==> config.mk <==
export PLATFORM = sky130hd
export DESIGN_NAME = status_var_block_parser
export DESIGN_NICKNAME = d
export VERILOG_FILES = /design/src/design/svbp_pkg.sv /design/src/design/status_var_block_parser.sv /design/src/design/svbp_core.sv
export SDC_FILE = /design/constraint.sdc
export NUM_CORES = 1
export LEC_CHECK = 0
export BUFFER_PORTS_ARGS = -buffer_cell sky130_fd_sc_hd__buf_4
export CAP_MARGIN = 10
export CORE_MARGIN = 1
export CORE_UTILIZATION = 28
export CTS_CLUSTER_SIZE = 24
export DETAILED_ROUTE_END_ITERATION = 8
export PLACE_DENSITY = 0.54
export RECOVER_POWER = 25
export SLEW_MARGIN = 20
export SYNTH_ARGS = -nofsm -noshare
export SYNTH_HDL_FRONTEND = slang
export SYNTH_SLANG_ARGS = --single-unit
export TNS_END_PERCENT = 20
==> constraint.sdc <==
create_clock -name aclk -period 2.9 [get_ports aclk]
set_input_delay 0.145 -clock aclk [delete_from_list [all_inputs] [get_ports aclk]]
set_output_delay 0.145 -clock aclk [all_outputs]
set_load 0.01 [all_outputs]
==> src/design/svbp_pkg.sv <==
// Shared types and constants for the status variable block parser.
// No dependencies; used by svbp_core and status_var_block_parser.
package svbp_pkg;

    // Parser phase within the status variable block
    typedef enum logic [2:0] {
        PH_CODE   = 3'd0,
        PH_SKIP   = 3'd1,
        PH_LEN    = 3'd2,
        PH_CS0    = 3'd3,
        PH_CS1    = 3'd4,
        PH_CSREST = 3'd5,
        PH_IGNORE = 3'd6
    } phase_t;

    // Status variable codes
    localparam logic [7:0] CODE_FLAGS2        = 8'd0;
    localparam logic [7:0] CODE_SQL_MODE      = 8'd1;
    localparam logic [7:0] CODE_AUTO_INCR     = 8'd3;
    localparam logic [7:0] CODE_CHARSET       = 8'd4;
    localparam logic [7:0] CODE_TIME_ZONE     = 8'd5;
    localparam logic [7:0] CODE_CATALOG       = 8'd6;
    localparam logic [7:0] CODE_LC_TIME_NAMES = 8'd7;
    localparam logic [7:0] CODE_CHARSET_DB    = 8'd8;
    localparam logic [7:0] CODE_TABLE_MAP     = 8'd9;
    localparam logic [7:0] CODE_MASTER_DATA   = 8'd10;

    // Value sizes of the fixed-length entries
    localparam logic [7:0] SKIP_2 = 8'd2;
    localparam logic [7:0] SKIP_4 = 8'd4;
    localparam logic [7:0] SKIP_8 = 8'd8;

    // Charset bytes left after the two id bytes
    localparam logic [7:0] CS_REST_LEN = 8'd4;

    // Result of one block, handed from the core to the output register
    typedef struct packed {
        logic        status;
        logic        charset_seen;
        logic [15:0] charset_value;
    } result_t;

endpackage

==> src/design/status_var_block_parser.sv <==
// Status variable block parser: takes one byte of a query event's status
// variable block per item and gives one result item on the item flagged as
// last. A byte can be accepted every cycle; only a last byte waits, and only
// while the previous result is still held at the output unaccepted. A result
// is registered at the output when its last byte leaves the input register.
// The byte rate is set by the state update in svbp_core, fed from an input
// register and draining into an output register.
// Depends on svbp_pkg and svbp_core.
module status_var_block_parser (
    input  logic        aclk,
    input  logic        aresetn,
    input  logic        s_valid,
    output logic        s_ready,
    input  logic [7:0]  s_data_byte,
    input  logic        s_last_byte,
    output logic        m_valid,
    input  logic        m_ready,
    output logic        m_status,
    output logic        m_charset_seen,
    output logic [15:0] m_charset_value
);

    logic              in_valid_reg;
    logic [7:0]        in_data_reg;
    logic              in_last_reg;
    logic              out_valid_reg;
    svbp_pkg::result_t out_reg;
    svbp_pkg::result_t core_result;
    logic              out_free;
    logic              advance;

    // Input item moves on unless it is a last byte facing a full output
    assign out_free = !out_valid_reg || m_ready;
    assign advance  = in_valid_reg && (!in_last_reg || out_free);
    assign s_ready  = !in_valid_reg || advance;

    // Input register
    always_ff @(posedge aclk) begin
        if (!aresetn) begin
            in_valid_reg <= 1'b0;
        end else if (s_ready) begin
            in_valid_reg <= s_valid;
        end
    end

    always_ff @(posedge aclk) begin
        if (s_ready && s_valid) begin
            in_data_reg <= s_data_byte;
            in_last_reg <= s_last_byte;
        end
    end

    svbp_core u_core (
        .aclk      (aclk),
        .aresetn   (aresetn),
        .step_en   (advance),
        .data_byte (in_data_reg),
        .last_byte (in_last_reg),
        .result    (core_result)
    );

    // Output register
    always_ff @(posedge aclk) begin
        if (!aresetn) begin
            out_valid_reg <= 1'b0;
        end else if (advance && in_last_reg) begin
            out_valid_reg <= 1'b1;
        end else if (m_ready) begin
            out_valid_reg <= 1'b0;
        end
    end

    always_ff @(posedge aclk) begin
        if (advance && in_last_reg) begin
            out_reg <= core_result;
        end
    end

    assign m_valid         = out_valid_reg;
    assign m_status        = out_reg.status;
    assign m_charset_seen  = out_reg.charset_seen;
    assign m_charset_value = out_reg.charset_value;

endmodule

==> src/design/svbp_core.sv <==
// Parser state and per-byte next-state logic for the status variable block.
// Depends on svbp_pkg for the phase type, codes and result struct.
module svbp_core (
    input  logic              aclk,
    input  logic              aresetn,
    input  logic              step_en,
    input  logic [7:0]        data_byte,
    input  logic              last_byte,
    output svbp_pkg::result_t result
);

    svbp_pkg::phase_t phase_reg, phase_next;
    logic [7:0]       skip_reg, skip_next;
    logic [15:0]      accum_reg, accum_next;
    logic             flag_reg, flag_next;
    logic [7:0]       skip_dec;

    // Counter step, held at zero
    assign skip_dec = (skip_reg != 8'd0) ? skip_reg - 8'd1 : 8'd0;

    // Next state for one byte
    always_comb begin
        phase_next = phase_reg;
        skip_next  = skip_reg;
        accum_next = accum_reg;
        flag_next  = flag_reg;
        unique case (phase_reg)
            svbp_pkg::PH_CODE: begin
                case (data_byte) inside
                    svbp_pkg::CODE_FLAGS2, svbp_pkg::CODE_AUTO_INCR,
                    svbp_pkg::CODE_MASTER_DATA: begin
                        phase_next = svbp_pkg::PH_SKIP;
                        skip_next  = svbp_pkg::SKIP_4;
                    end
                    svbp_pkg::CODE_SQL_MODE, svbp_pkg::CODE_TABLE_MAP: begin
                        phase_next = svbp_pkg::PH_SKIP;
                        skip_next  = svbp_pkg::SKIP_8;
                    end
                    svbp_pkg::CODE_LC_TIME_NAMES, svbp_pkg::CODE_CHARSET_DB: begin
                        phase_next = svbp_pkg::PH_SKIP;
                        skip_next  = svbp_pkg::SKIP_2;
                    end
                    svbp_pkg::CODE_TIME_ZONE, svbp_pkg::CODE_CATALOG: begin
                        phase_next = svbp_pkg::PH_LEN;
                    end
                    svbp_pkg::CODE_CHARSET: begin
                        phase_next = svbp_pkg::PH_CS0;
                    end
                    default: begin
                        phase_next = svbp_pkg::PH_IGNORE;
                    end
                endcase
            end
            svbp_pkg::PH_SKIP: begin
                skip_next = skip_dec;
                if (skip_dec == 8'd0) begin
                    phase_next = svbp_pkg::PH_CODE;
                end
            end
            svbp_pkg::PH_LEN: begin
                skip_next  = data_byte;
                phase_next = (data_byte == 8'd0) ? svbp_pkg::PH_CODE : svbp_pkg::PH_SKIP;
            end
            svbp_pkg::PH_CS0: begin
                accum_next = {8'd0, data_byte};
                phase_next = svbp_pkg::PH_CS1;
            end
            svbp_pkg::PH_CS1: begin
                accum_next = {data_byte, accum_reg[7:0]};
                skip_next  = svbp_pkg::CS_REST_LEN;
                phase_next = svbp_pkg::PH_CSREST;
            end
            svbp_pkg::PH_CSREST: begin
                skip_next = skip_dec;
                if (skip_dec == 8'd0) begin
                    flag_next  = 1'b1;
                    phase_next = svbp_pkg::PH_IGNORE;
                end
            end
            default: begin
                phase_next = svbp_pkg::PH_IGNORE;
            end
        endcase
    end

    // Result seen through the updated state
    always_comb begin
        result.status = !((phase_next == svbp_pkg::PH_CODE) ||
                          (phase_next == svbp_pkg::PH_IGNORE));
        result.charset_seen  = flag_next;
        result.charset_value = flag_next ? accum_next : 16'd0;
    end

    // State registers; back to reset state after the last byte
    always_ff @(posedge aclk) begin
        if (!aresetn) begin
            phase_reg <= svbp_pkg::PH_CODE;
            skip_reg  <= 8'd0;
            accum_reg <= 16'd0;
            flag_reg  <= 1'b0;
        end else if (step_en) begin
            if (last_byte) begin
                phase_reg <= svbp_pkg::PH_CODE;
                skip_reg  <= 8'd0;
                accum_reg <= 16'd0;
                flag_reg  <= 1'b0;
            end else begin
                phase_reg <= phase_next;
                skip_reg  <= skip_next;
                accum_reg <= accum_next;
                flag_reg  <= flag_next;
            end
        end
    end

endmodule

After elaboration in Yosys (flattened, before gate mapping)
Index checks and enable logic that the tools add are counted.

storage, ports and cells
  register bits after elaboration = 57
  word-level logic and storage cells = 75
  bits of input ports = 13
  latch bits = 0
  memories = 0
  output and inout port bits = 20
  memory bits (read-only) = 0
  RAM bits = 0

cells by class
  reduce and logical (&&, ||, !) cells = 24
  $mul = 0
  $add $sub $neg = 1
  muxes and demuxes = 23
  shift operators = 0
  equality and inequality tests = 16
  order comparisons = 0
  div/mod/pow operators = 0
  bitwise operators = 0

operators with widths
  kind                                                                    count
  8-bit two-way mux                                                       5
  8-bit by 3-bit equality test with 1-bit output (second input constant)  4
  16-bit case mux with 2 select lines                                     1
  8-bit case mux with 4 select lines                                      1
  8-bit by 4-bit equality test with 1-bit output (second input constant)  3
  3-bit two-way mux                                                       8
  3-bit case mux with 6 select lines                                      1
  8-bit zero test                                                         2
  16-bit two-way mux                                                      1
  3-bit equality test (second input constant)                             3
  8-bit by 1-bit equality test with 1-bit output (second input constant)  1
  8-bit by 2-bit equality test with 1-bit output (second input constant)  1
  8-bit nonzero test                                                      1
  2-bit OR reduction                                                      4
  8-bit by 1-bit subtractor with 8-bit output (second input constant)     1
  3-bit by 2-bit equality test with 1-bit output (second input constant)  2
  3-bit zero test                                                         2
  1-bit two-way mux                                                       6
  5-bit inequality test (second input constant)                           1
  5-bit nonzero test                                                      1
  1-bit zero test                                                         4
  1-bit logical OR                                                        4
  3-bit by 1-bit equality test with 1-bit output (second input constant)  1
  1-bit logical AND                                                       3
  other kinds (3)                                                         3

Logic depth before layout (Yosys ltp)
Gate-level depths: netlist (run 1).

  depth after elaboration = 10
  mapped depth = 8
  gate-level depth less buffers = 7

Cells and area by module
Synthesis (run 1) repeated with hierarchy kept, for this count alone.

second synthesis, totals
  cells, all modules = 321
  area, all modules = 3,024.2 um2

by module, submodules not included
  module                   times used  area an instance (um2)  cells an instance  seq. area each (um2)
  svbp_core                1           2,095.8                 282                560.5
  status_var_block_parser  1           928.4                   39                 850.8

Worst setup path before layout (run 1)
OpenSTA, ideal clock, no wires.

  path type = flip-flop to flip-flop
  from = register in_data_reg[7]
  to = register out_reg, in the netlist m_status (data pin)
  setup time = 0.274 ns
  data arrival time = 1.730 ns
  path buffers = 0
  required time = 2.626 ns
  period minus slack after synthesis = 2.005 ns
  stages on the path, launching flop included = 6
  setup slack = 0.895 ns
  path through = edfxtp_1 > or4_4 > a211oi_2 > nor2_2 > o311ai_1 > nand4_1

RTL lines
  item                      RTL line                       RTL
  start: declaration        status_var_block_parser.sv:24  logic [7:0] in_data_reg;
  start signal: assignment  status_var_block_parser.sv:48  in_data_reg <= s_data_byte;
  end signal: assignment    status_var_block_parser.sv:75  out_reg <= core_result;
  end: declaration          status_var_block_parser.sv:27  svbp_pkg::result_t out_reg;

Worst setup path after layout (run 1)
  from = register u_core.skip_reg[0]
  to = register out_reg, in the netlist m_charset_value[15] (data pin)

between the ends
  word-level cells in the longest chain between the ends = 5
  elaborated cells between the ends (all ways) = 6
  those cells by class = 1 x add/sub; 3 x mux; 2 x reduce/logical

RTL lines
  item                                                                               RTL line          RTL
  start: declaration                                                                 svbp_core.sv:13   logic [7:0] skip_reg, skip_next;
  start signal: assignment                                                           svbp_core.sv:109  skip_reg <= skip_next;
  8-bit by 1-bit subtractor with 8-bit output or 8-bit nonzero test (tied branches)  svbp_core.sv:19   assign skip_dec = (skip_reg != 8'd0) ? skip_reg - 8'd1 : 8'd0;
  8-bit two-way mux *                                                                svbp_core.sv:19
  8-bit zero test *                                                                  svbp_core.sv:75   if (skip_dec == 8'd0) begin
  1-bit two-way mux *                                                                svbp_core.sv:75
  1-bit two-way mux *                                                                svbp_core.sv:27   unique case (phase_reg)

Every way passes the cells marked *; elsewhere a longest branch is shown, timed or not.
A chain may end at the register's enable or synchronous reset.

==> results.yml, run 1 <==
outcome:
  status: "finished, final reports clean"
detailed_routing:
  ant_nets: 0
  drtPass1Iterations: 4
  post_drt_wl_per_cell_um: 15.3
  wirelength_um: 7560
  vias: 2525
  drc: 0
  vias_per_cell: 5.11
  drt_iter0_drc: 263
pwr:
  power_density_nw_per_um2: 496
  p_clk_share_pct: 41.4
  netSwitchingFraction_pct: 24.6
  seq_power_share_pct: 49.9
  leakage_uw: 0.00126
  power.switching_uw: 436
  vdd_drop_max_uv: 229
  p_int_uw: 1340
  p_comb_share_pct: 8.6
timing:
  rsz0062_at_grt: "no"
  drv_slew: 0
  slew_headroom_pct: 41.0
  skew_ns: 0.00377
  fin_crit_sh_pct: 86.4
  fin_crit_ns: 2.51
  fin_tns_setup_ns: 0
  timing.fmax_ghz: 0.399
  setup_viol: 0
  tightest_slew_ns: 0.885
  hold_viol: 0
critical_path:
  r2r_end: "m_charset_value[15]"
  arrival_ns: 2.57
  start_kind: "flop"
  worstPathCellList: "inv_1 > ha_1 > xnor2_1 > nor4b_1 > o2111a_2 > nor2_2 > nor2_1"
  r2r-start: "u_core.skip_reg[0]"
  r2r_cells: 7
  slowest_delay_ns: 0.68
  reg2reg_slack_ns: 0.39
  slowest_stage: "nor2_2"
  path_max_fanout: 17
  required_ns: 2.96
  critPathCaptureType: "flop"
  worstSetupPathType: "flop to flop"
logic_synthesis:
  netlist_area_um2: 3040
  synth-seq-cells: 57
  syn-num-nets: 329
  synth_compound_gate_area_share_pct: 21.6
  post_synth.cell_area_avg_um2: 9.67
  muxShareOfSynthArea_pct: 3.29
  synth_area_leader_cell: "edfxtp_1"
  synth_cells: 314
  synth_top_family_by_area: "compound AO/OA/AOI/OAI gates"
  yosysSeqAreaShare_pct: 46.5
  synth_top_area_share_pct: 26.7
  synth-xor-area-share_pct: 1.15
  yosysWarnings: 0
  postSynth.asyncResetShare_pct: 0
  synth-edff-count: 27
  synthSimpleGateAreaFrac_pct: 19.6
  synth_area_leaders: "edfxtp_1 27%, dfxtp_1 20%, nor2_1 5.1%"
  ys_types: 63
  synth-main-ff-cell: "dfxtp_1"
  synthAdderAreaFrac_pct: 0.824
clocking:
  cts_buffers: 9
  clk_root_buffer_cell: "clkbuf_8"
  cts_tree: "built"
  cts_buffer_depth: 2
  path_clk_slew_ns: 0.07
  post_cts_buffers: 0
  clkLatencyLatePin_ns: 0.34
  h-tree-depth: 3
  clkSinkCount: 57
hold_path:
  min_to: "in_valid_reg"
  whs_path_depth: 3
  holdCritStartpoint: "s_valid"
  hold_path_class: "primary input to flop"
final_layout:
  final_nets: 368
  final_area_um2: 3580
  drive_gt1_share_pct: 17.9
  n_fill_cell: 1056
  area.growth.synth_to_final_pct: 17.7
  insertedDiodeCount: 0
floorplan:
  core_um2: 10400
  dieArea_um2: 11300
  die_w_um: 106
  initial_utilization_pct: 29.2
  rows: 37
  die_h_um: 106
  ios: 33
global_route:
  overflow: 0
  grt_pass1_wl_um: 12400
  busiest_layer: "met2"
  antenna_found_initial: 0
  grt.met2_usage_pct: 21.8
  grt_util_all_layers_pct: 14.3
  grt_pass1_vias: 2534
  grt_max_degree: 22
  grtUsageMet3_pct: 4.35
  grt_use_met1_pct: 18.9
placement:
  numPortBuffers: 32
  place_area_um2: 3350
  place.gp.congestion: 0.856
  place_hpwl_um: 5210
job:
  maxCapViolations: 0
==> final cells by class <==
class,instances,area [µm²],share of cell area (%)
clock buffer,10,138,3.85
inverter,17,63.8,1.78
clock inverter,6,57.6,1.61
timing repair buffer,48,323,9.03
multi-input combinational,220,1410,39.5
tap,136,170,4.76
sequential,57,1410,39.5
==> cells in the mapped netlist (all sizes together) (2+ instances only) <==
library cell  count
a2111o            2
a21oi            15
a22oi            10
a2bb2oi           8
a311oi            2
a32oi             2
and2              7
buf               6
clkbuf           14
dfxtp            30
edfxtp           27
ha                2
inv              17
mux2i            10
nand2            18
nand2b            4
nand3             4
nand3b            2
nand4             3
nor2             51
nor2b             6
nor3              3
nor3b             2
nor4              2
nor4b             2
o211ai            2
o21ai            23
o221ai            9
o311ai            2
o41ai             3
or2b              3
or3               2
or4               2
xnor2             3
==> stage by stage <==
step           worst slack (ns)  instances  hold WS, ns  utilization, %  power (µW)
3_5_place_dp              0.375        469        0.324            32.2        1050
5_1_grt                   0.214        494       0.0469            34.3        1840
4_1_cts                   0.365        494       0.0345            34.9        1800
2_1_floorplan             0.895        314        0.244               -         999
3_3_place_gp              0.490        469        0.323            32.2        1050
6_report                  0.393        494       0.0474            34.3        1770
==> cells by family after synthesis <==
| family | Yosys count |
|---|---|
| XOR/XNOR | 4 |
| flip-flops | 57 |
| AO/OA/AOI/OAI | 89 |
| multiplexers | 10 |
| adder cells (fa/ha/maj) | 2 |
| AND/OR/NAND/NOR | 115 |
| buffers and inverters | 37 |
==> how the worst max path moves through the flow <==
stage                  startpoint                  end  slack, ns  depth (start not counted)
2_1_floorplan      in_data_reg[7]             m_status       0.90                          5
3_3_place_gp   u_core.skip_reg[0]   m_charset_value[5]       0.49                          7
3_5_place_dp   u_core.skip_reg[0]  m_charset_value[15]       0.38                          7
4_1_cts        u_core.skip_reg[0]  m_charset_value[15]       0.36                          7
5_1_grt        u_core.skip_reg[0]  m_charset_value[15]       0.21                          7
6_report       u_core.skip_reg[0]  m_charset_value[15]       0.39                          7
==> critical path, delay by kind of cell, from the launching register on <==
family / cells / cell delay, ns
AOI/OAI and AO/OA: 1 / 0.30
adders and majority gates: 1 / 0.25
buffers and inverters: 1 / 0.10
and+or+nand+nor: 3 / 0.97
DFF: 1 / 0.45
xor gates and xnor gates: 1 / 0.14
==> timing repair <==
action                    CTS  global route
hold endpoints to repair    9             0
hold buffers                9             0
resized for setup           0             0
==> metal layers <==
layer  vias up  wire length [µm]
met5         -                 0
met4         0                93
met3         8               493
met2        84              3560
met1      1199              3420
li1       1234                 -
==> power groups by stage <==
stage               Clock (µW)  Combinational, µW  Sequential (µW)
detailed placement           0                147              904
floorplan                    0                107              892
global placement             0                147              903
finish                     735                153              886
global route               788                167              889
CTS                        757                157              886
==> cell usage in the layout (no fill, tap or decap), drive strengths merged, types with 3 or more instances in the layout <==
master,n
nor2,51
clkbuf,35
dfxtp,30
edfxtp,27
o21ai,23
nand2,18
inv,17
a21oi,15
buf,14
a22oi,10
mux2i,10
o221ai,9
dlygate4sd3,9
a2bb2oi,8
and2,7
nor2b,6
nand2b,4
nand3,4
clkinv,4
xnor2,3
nor3,3
o41ai,3
nand4,3
or2b,3
No activity file was read; power rests on OpenSTA's default activity.
==> run 2, diff against run 1 <==
==> constraint.sdc (replaced) <==
create_clock -name aclk -period 2.9 [get_ports aclk]
set_input_delay 0.29 -clock aclk [delete_from_list [all_inputs] [get_ports aclk]]
set_output_delay 0.29 -clock aclk [all_outputs]
set_load 0.01 [all_outputs]
==> results.yml, run 2 (synthesis gave the netlist of run 1 again) <==
floorplan:
  rows: 37
  dieArea_um2: 11300
  initial_utilization_pct: 29.2
  die_w_um: 106
  die_h_um: 106
  core_um2: 10400
  ios: 33
timing:
  fin_tns_setup_ns: 0
  slew_headroom_pct: 40.8
  fin_ws_ns: 0.385
  fin_crit_sh_pct: 86.7
  tightest_slew_ns: 0.887
  hold_viol: 0
  skew_ns: 0.00503
  rsz0062_at_grt: "no"
  fin_crit_ns: 2.51
  setup_viol: 0
  hold_slack_ns: 0.140
  drv_slew: 0
  timing.fmax_ghz: 0.398
clocking:
  cts_buffer_depth: 2
  path_clk_slew_ns: 0.07
  h-tree-depth: 3
  ctsHoldBuffers: 0
  cts_buffers: 9
  cts_tree: "built"
  clkLatencyLatePin_ns: 0.35
  clkSinkCount: 57
  cts_resized: 0
  clk_root_buffer_cell: "clkbuf_8"
  post_cts_buffers: 0
critical_path:
  path_max_fanout: 17
  worstSetupPathType: "flop to flop"
  arrival_ns: 2.58
  start_kind: "flop"
  required_ns: 2.96
  critPathCaptureType: "flop"
global_route:
  antenna_found_initial: 0
  grt_pass1_wl_um: 12300
  overflow: 0
  grt_pass1_vias: 2483
  grt_max_degree: 22
  grt_util_all_layers_pct: 14.1
pwr:
  total_power_uw: 1760
  vdd_drop_max_uv: 278
  power_density_nw_per_um2: 506
  leakage_uw: 0.00123
final_layout:
  final_util_pct: 33.5
  area.growth.synth_to_final_pct: 14.7
  drive_gt1_share_pct: 18.3
  final_common_cell: "nor2_1"
  layout_common_cells: "41 x nor2_1, 30 x dfxtp_1, 27 x edfxtp_1, 22 x o21ai_0, 17 x nand2_1"
  insertedDiodeCount: 0
  final_nets: 359
detailed_routing:
  drc: 0
  drtPass1Iterations: 4
  vias: 2474
  wirelength_um: 7410
  drt_iter0_drc: 251
  ant_nets: 0
  post_drt_wl_per_cell_um: 15.3
  vias_per_cell: 5.10
hold_path:
  hold_path_class: "primary input to flop"
placement:
  numPortBuffers: 32
  place_hpwl_um: 5210
  place_ws_ns: 0.375
  place.gp.congestion: 0.856
outcome:
  status: "finished, final reports clean"
job:
  maxCapViolations: 0
==> run 2: area by class of cell <==
cell class | instances | area (µm²)
tap | 136 | 170
clock inverter | 6 | 57.6
multi-input combinational | 220 | 1410
sequential | 57 | 1410
fill | 1065 | 6930
timing repair buffer | 39 | 233
inverter | 17 | 63.8
clock buffer | 10 | 138
==> run 2: worst paths after layout <==
kind	start	endpoint	slack, ns	depth (start not counted)
max	u_core.skip_reg[0]	m_charset_value[15]	0.39	7
max reg2reg	u_core.skip_reg[0]	m_charset_value[15]	0.39	7
min reg2reg	u_core.accum_reg[4]	u_core.accum_reg[4]	0.51	2
min	s_data_byte[4]	in_data_reg[4]	0.14	1
==> run 2: power by group <==
group / internal (µW) / switching, µW / leakage (µW)
Clock: 413 / 321 / 0.000102
Sequential: 861 / 25.8 / 0.000501
Combinational: 57.2 / 85.7 / 0.000624
Total: 1330 / 433 / 0.00123
==> run 2: routing by layer <==
metal | share of wire (%) | vias up | track usage (%)
met5 | 0 | - | 0
met2 | 46 | 75 | 21.3
met1 | 46 | 1176 | 18.9
met3 | 6.2 | 8 | 4.35
met4 | 1.2 | 0 | 5.06
li1 | - | 1215 | -
==> run 2: stage by stage <==
step                cell area, µm²  instances
detailed placement            3350        469
floorplan                     3040        314
finish                        3490        485
global placement              3350        469
global route                  3490        485
CTS                           3550        485
==> run 2: critical path, cell delays in order (launching register included) <==
cell	delay, ns
dfxtp_1	0.45
inv_1	0.10
ha_1	0.25
xnor2_1	0.15
nor4b_1	0.17
o2111a_2	0.30
nor2_2	0.68
nor2_1	0.12
